File: config.mk
export PLATFORM = sky130hd
export DESIGN_NAME = vtio_queue
export DESIGN_NICKNAME = d
export VERILOG_FILES = /design/src/vtio_pkg.sv /design/src/vtio_queue.sv
export SDC_FILE = /design/constraint.sdc
export NUM_CORES = 1
export LEC_CHECK = 0
export BUFFER_PORTS_ARGS = -buffer_cell sky130_fd_sc_hd__buf_2
export CAP_MARGIN = 20
export CELL_PAD_IN_SITES_DETAIL_PLACEMENT = 1
export CELL_PAD_IN_SITES_GLOBAL_PLACEMENT = 1
export CORE_MARGIN = 2
export CORE_UTILIZATION = 45
export CTS_CLUSTER_DIAMETER = 80
export DETAILED_ROUTE_END_ITERATION = 7
export GPL_TIMING_DRIVEN = 0
export PLACE_DENSITY_LB_ADDON = 0.15
export SETUP_SLACK_MARGIN = 0.05
export SLEW_MARGIN = 20
export SYNTH_ARGS = -nofsm -noshare
export SYNTH_HDL_FRONTEND = slang
export SYNTH_SLANG_ARGS = --single-unit
File: constraint.sdc
create_clock -name clock -period 3.45 [get_ports clock]
set_input_delay 0.69 -clock clock [delete_from_list [all_inputs] [get_ports clock]]
set_output_delay 0.69 -clock clock [all_outputs]
set_load 0.03 [all_outputs]
File: src/vtio_pkg.sv
// ----------------------------------------------------------------------------
// vtio_pkg
// Types and constants shared by the terminal port modules.
// ----------------------------------------------------------------------------
package vtio_pkg;

   localparam int RX_DEPTH = 128;
   localparam int TX_DEPTH = 512;
   localparam int RX_AW = $clog2(RX_DEPTH);
   localparam int TX_AW = $clog2(TX_DEPTH);
   localparam int RX_CW = $clog2(RX_DEPTH + 1);
   localparam int TX_CW = $clog2(TX_DEPTH + 1);

   localparam logic [2:0] MODE_READ    = 3'd0;
   localparam logic [2:0] MODE_WRITE   = 3'd1;
   localparam logic [2:0] MODE_HOST    = 3'd2;
   localparam logic [2:0] MODE_DRAIN   = 3'd3;
   localparam logic [2:0] MODE_LINK    = 3'd4;
   localparam logic [2:0] MODE_RESTART = 3'd5;

   localparam logic [7:0] ESC_BYTE    = 8'h1D;
   localparam logic [7:0] RESULT_PORT = 8'hFE;
   localparam logic [7:0] PASS_BYTE   = 8'h5A;
   localparam logic [7:0] FAIL_BYTE   = 8'hE1;
   localparam logic [7:0] TEST_XOR    = 8'hA5;
   localparam logic [7:0] DATA_PORT   = 8'h00;
   localparam logic [7:0] STATUS_PORT = 8'h01;
   localparam logic [7:0] OTHER_READ  = 8'hFF;
   localparam logic [2:0] SEQ_LEN     = 3'd5;

   typedef struct packed {
      logic [2:0] mode;
      logic [7:0] port;
      logic [7:0] data;
      logic       link_now;
   } req_type;

   typedef struct packed {
      logic [7:0]  read_data;
      logic        tx_valid;
      logic [7:0]  tx_byte;
      logic        command_valid;
      logic [7:0]  command_code;
      logic [31:0] rx_drop_count;
      logic [31:0] tx_drop_count;
      logic [31:0] ram_fail_count;
      logic [31:0] test_error_count;
      logic [2:0]  test_step;
      logic        test_complete;
   } rsp_type;

   function automatic logic [7:0] seq_port(input logic [2:0] i);
      logic [7:0] r;
      r = 8'h00;
      unique case (i)
         3'd0: r = 8'h00;
         3'd1: r = 8'h01;
         3'd2: r = 8'h55;
         3'd3: r = 8'hAA;
         3'd4: r = 8'hFF;
         default: r = 8'h00;
      endcase
      return r;
   endfunction

endpackage

File: src/vtio_queue.sv
// ----------------------------------------------------------------------------
// vtio_queue
// Two-entry item queue between the front and the back part.
// ----------------------------------------------------------------------------
module vtio_queue (
   input  logic              clock,
   input  logic              reset,
   input  logic              in_valid,
   output logic              in_stall,
   input  vtio_pkg::req_type in_item,
   output logic              out_valid,
   input  logic              out_stall,
   output vtio_pkg::req_type out_item
);
   vtio_pkg::req_type slot_ff [2];
   logic              wp_ff, rp_ff, wp_in, rp_in;
   logic [1:0]        cnt_ff, cnt_in;
   logic              push, pop;

   assign in_stall  = (cnt_ff == 2'd2);
   assign out_valid = (cnt_ff != 2'd0);
   assign out_item  = slot_ff[rp_ff];
   assign push = in_valid && !in_stall;
   assign pop  = out_valid && !out_stall;

   always_comb begin
      wp_in  = push ? ~wp_ff : wp_ff;
      rp_in  = pop ? ~rp_ff : rp_ff;
      cnt_in = cnt_ff + {1'b0, push} - {1'b0, pop};
   end

   always_ff @(posedge clock) begin
      if (reset) begin
         wp_ff  <= 1'b0;
         rp_ff  <= 1'b0;
         cnt_ff <= 2'd0;
      end else begin
         wp_ff  <= wp_in;
         rp_ff  <= rp_in;
         cnt_ff <= cnt_in;
      end
      if (push) slot_ff[wp_ff] <= in_item;
   end
endmodule

==> impl_results.md, run 1 <==
* Utilization after layout at 57.2%
* Final Non-Filler Cells at around 190
* Htree depth at 2
* Routed vias at 896
* Critical path arrival at roughly 1.5 ns
* Final TNS setup at 0 ns
* Ant. Diodes at 0
* IO Pins at 46
* Fillers at 371
* Vias in the first global route at 943
* Final Slew Violations at 0
* Starting DRT DRC Count at 18
* Net Count, Synth at 116
* Die Width at 65.0 um
* Slew margin rel. at 36.4%
* Pwr Density at 749 nW/um2
* WS Path Type: reg -> out
* Asr flop ratio synth at 0%
* Worst-Skew Late Latency at about 0.29 ns
* Synthesized area per cell at 18.6 um2
* Met2 WL at about 1.4 mm
* Post-CTS Hold Buffers at 0
* Die footprint at around 4200 um2
* Data required, critical path at 2.76 ns
* M1 wire length at between 1 and 1.5 mm
* Routed Antenna Nets at 0
* CP Launch Type: register
* Predominant post-synthesis flop cell: edfxtp_1
* Crit-path max FO at 10
* Post-Synthesis Cells at 90
* Peak VDD IR at 0.322 mV
* Std-Cell Rows at 22
* Area Overhead vs Synth at 23.4%
* Seq/Total Area, Yosys at 77.8%
* RSZ-0062 raised after global routing: no
* Number of buffers on the longest clock path at 2
* Status: finished, final reports clean
* Maximum capacitance violations at 0
* GRT Util Overall at 14.9%
* CTS Buf Count at 5
* CORE AREA at around 3600 um2
* Post_cts resized at 0
* Top routing layer in use: met4
* Detailed-router iteration count before antenna repair at 4
* Initial core utilization at 46.4%
* DP HPWL at 1.88 mm
* Share of post-route cells with drive strength above 1 at 52.4%
* Worst setup margin at ~1.3 ns
* Final Skew at 0.00698 ns
* Cell Area, Synth at 1670 um2
* Post-CTS Setup Bufs at 0
* CTS tree: done
* Synthesis Warnings at 0
* Final hold viol count at 0
* Worst slew pin tran at 0.954 ns
* Routed len/inst at 14.2 um
* CTS clk-pin slew, worst paths at roughly 0.08 ns
* Fmax at 468 MHz
* Multi-input gate area at between 300 and 400 um2
* # DRC at 0
* Port Buffers at between 40 and 50
* Die H at between 60 and 70 um
* Register area at 1300 um2
* Period utilization at 61.9%
* Final setup viols at 0
* Min cycle time layout at between 2 and 2.5 ns
* Placed cells at 183
* Place WS at 1.23 ns
* Clock net sink count at 45
* Wirelength, routed at roughly 2.7 mm
* Total power at 1.55 mW
* Pin count of the biggest net entering global routing at 21
* Synth Register Bits at 45
* Total leakage power at 0.817 nW
* Commonest non-fill, non-tap cell in the layout: buf_2
* Most frequent cells in the layout: buf_2, edfxtp_1, mux2_2, dfxtp_1, clkbuf_8
* Hold WC Path Type: reg -> reg
* Post-DR vias/cell at 4.69
* Grt ovf at 0
* Met3 WL at 175 um
* Final net count at 168
* Post-synth EDFFs at 40
* First-pass GRT wire length at 4.45 mm
* Root buffer cell: clkbuf_8
* Critical Path End Type: output pin
* Initial antenna violation count at 0
* Final Wtd Congestion at ~0.68
* Netlist cell types at 17
registers in the layout, summed over array words and instances (netlist names), named ones only:
name / cells
wp_ff: 1
rp_ff: 1
cnt_ff: 2
slot_ff: 40
path summary, 6_finish.rpt:
path                                        to      start  cells after the start  slack, ns
worst min register to register           wp_ff      wp_ff                      2       0.50
worst max register to register  slot_ff[0][15]  cnt_ff[0]                      4       1.60
worst max-delay path              out_item[18]   register                      3       1.31
worst min-delay path                     wp_ff      wp_ff                      2       0.50
cells by family after synthesis:
group	after synthesis	synth area share, %
AOI/OAI and AO/OA	5	1.50
xor gates and xnor gates	2	1.05
adders and majority gates	2	1.50
buffers and inverters	7	1.72
DFF	45	77.8
muxes	20	13.5
and+or+nand+nor	9	2.92
cells in the mapped netlist, types with 2 or more instances:
| library cell | instances | share of area, % |
|---|---|---|
| edfxtp_1 | 40 | 72 |
| o21ai_0 | 2 | 0.60 |
| or3_1 | 2 | 0.75 |
| inv_1 | 4 | 0.90 |
| ha_1 | 2 | 1.5 |
| nor2_1 | 3 | 0.67 |
| dfxtp_1 | 5 | 6.0 |
| a21oi_1 | 3 | 0.90 |
| buf_2 | 2 | 0.60 |
| mux2_2 | 20 | 13 |
power by group:
group	internal [mW]	switching, mW	total, mW
logic	0.166	0.298	0.464
clock network	0.214	0.160	0.373
registers	0.684	0.0241	0.708
routing by layer:
metal / vias up / track usage (%)
li1: 442 / -
met1: 425 / 16.8
met2: 24 / 24.7
met3: 5 / 6.08
met4: 0 / 6.38
met5: - / 0
per-stage QoR:
step / hold WS (ns) / instance area (um2)
6_report: 0.497 / 2060
5_1_grt: 0.565 / 2060
4_1_cts: 0.507 / 2060
3_5_place_dp: 0.496 / 1960
3_3_place_gp: 0.467 / 1960
2_1_floorplan: 0.452 / 1670
worst max-delay path: stages, from the launching register on:
cell and delay [ns]:
dfxtp_1 0.35, buf_2 0.27, mux2_2 0.37, buf_2 0.18
area by class of cell:
class | instances | share of cell area [%]
clock buffer | 6 | 3.52
timing repair buffer | 45 | 10.9
tap | 48 | 2.91
sequential | 45 | 63.1
multi-input combinational | 38 | 16.6
inverter | 5 | 0.910
clock inverter | 2 | 1.64
buffer | 2 | 0.485
No activity file was read; power rests on OpenSTA's default activity.
==> inputs of run 2 (changes only) <==
- CORE_UTILIZATION: 45 -> 38
- clock period: 3.45 -> 1.9 ns (I/O delays scaled with it)
==> run 2 against run 1 <==
Sequential power up 82%. Cell count up 2.1%. Critical path depth unchanged. Non-clock buffer count unchanged. Power up 87%. Highest routed layer unchanged.
==> impl_results.md, run 2 (synthesis results as in run 1) <==
* Status: finished, final reports clean
* Combinational power share at 29.8%
* CTS clk-pin slew, worst paths at 0.08 ns
* Placed cells at 187
* Largest register FFs at 40
* IO Pins at 46
* Pin count of the biggest net entering global routing at 21
* Final Skew at 0.00625 ns
* Buf/Inv on CP at 2
* Final setup viols at 0
* Final hold viol count at 0
* Share of post-route cells with drive strength above 1 at 54.5%
* Routed vias at 913
* Data required, critical path at 1.52 ns
* Critical Path End Type: output pin
* Post-CTS Setup Bufs at 0
* P_sw at 904 uW
* Crit-path max FO at 10
* Worst slew pin tran at around 0.97 ns
* Sequential power share at 44.6%
* Grt ovf at 0
* Clk network pwr share at about a quarter
* Commonest non-fill, non-tap cell in the layout: buf_2
* Post_cts resized at 2
* CP Launch Type: register
* Die Width at 70.3 um
* Ant. Diodes at 0
* # DRC at 0
* Routed Antenna Nets at 0
* Die footprint at 4950 um2
* Final Slew Violations at 0
* Pwr Density at 1380 nW/um2
* Routed len/inst at 15.1 um
* Number of buffers on the longest clock path at 2
* Std-Cell Rows at 24
* Detailed-router iteration count before antenna repair at 4
* Internal at between 1.5 and 2 mW
* Top flop regs: slot_ff x40, cnt_ff x2
* Initial antenna violation count at 0
* Root buffer cell: clkbuf_8
* Hold WC Path Type: in -> reg
* Die H at 70.3 um
* Final net count at around 170
* Switching Fraction at 31.4%
* Vias in the first global route at 1027
* Post-CTS Hold Buffers at 0
* Port Buffers at 45
* Maximum capacitance violations at 0
* Crit path max-delay cell type: mux2_2
* Final Non-Filler Cells at approximately 200
* First-pass GRT wire length at roughly 5.0 mm
* GRT Util Overall at 13.5%
* Min cycle time layout at around 1.8 ns
* Period utilization at around 93%
* Starting DRT DRC Count at 64
* WS Path Type: reg -> out
* Wirelength, routed at 2.95 mm
* Clock net sink count at 45
* Place WS at -0.00300 ns
* Slew margin rel. at 35.5%
* Fillers at approximately 440
* Htree depth at 2
* Fmax at 568 MHz
* Final Wtd Congestion at 0.666
* CP peak stage delay at 0.35 ns
* Area Overhead vs Synth at 25.1%
* CTS tree: done
* Multi-input gate area at 342 um2
* Register area at about 1300 um2
* Post-DR vias/cell at 4.68
* Total leakage power at 0.814 nW
* CTS Buf Count at 5
* Final TNS setup at 0 ns
* Most flops, register: slot_ff
* Worst path top cell family by delay: buffers and inverters
* Worst-Skew Late Latency at 0.29 ns
* Worst setup margin at 0.141 ns
* RSZ-0062 raised after global routing: no
* Peak VDD IR at 0.697 mV
* Crit-path cells: clkbuf_4, mux2_2, buf_2
* Most frequent cells in the layout: buf_2, edfxtp_1, mux2_2, clkbuf_8, dfxtp_1
* Critical path arrival at 1.38 ns
* CORE AREA at 4290 um2
* Initial core utilization at 38.9%
* DP HPWL at roughly 2.0 mm
## run 2: cell count changes in the layout (fill, tap and decap cells not counted), sizes merged
cell | before | now
clkbuf | 6 | 7
clkinv | 1 | 0
clkinvlp | 0 | 2
inv | 5 | 4
buf | 47 | 46
## run 2: per-stage QoR
step | util (%) | power [mW] | area (um2) | hold slack, ns
floorplan | - | 1.93 | 1670 | 0.449
global placement | 45.7 | 2.14 | 1960 | 0.468
detailed placement | 45.7 | 2.17 | 1960 | 0.486
CTS | 48.6 | 2.93 | 2090 | 0.259
global route | 48.7 | 3.04 | 2090 | 0.259
finish | 48.7 | 2.88 | 2090 | 0.271
## run 2: final cells by class
cell class / count / share of cell area, %
timing repair buffer: 45 / 10.8
inverter: 5 / 1.08
sequential: 45 / 62.2
clock buffer: 6 / 3.95
multi-input combinational: 38 / 16.3
tap: 52 / 3.11
buffer: 2 / 0.718
clock inverter: 2 / 1.80
## run 2: per-layer routing
metal / share of wire, % / up-vias / GRT usage (%)
met5: 0 / - / 0
met4: 2.0 / 0 / 5.77
met3: 4.9 / 4 / 4.91
met2: 54 / 22 / 23.8
met1: 39 / 445 / 14.5
li1: - / 442 / -
## run 2: worst paths after layout
kind,to,from,cells past startpoint,slack [ns]
setup / recovery,out_item[3],register,3,0.14
hold / removal,slot_ff[0][15],in_item[15],1,0.27
setup reg to reg,slot_ff[1][18],cnt_ff[0],2,0.19
hold reg to reg,wp_ff,wp_ff,2,0.49
## run 2: power groups by stage
stage	registers [mW]	clock network [mW]	logic (mW)
finish	1.29	0.736	0.861
global route	1.30	0.801	0.932
CTS	1.29	0.762	0.875
detailed placement	1.31	0	0.859
global placement	1.30	0	0.843
floorplan	1.29	0	0.638
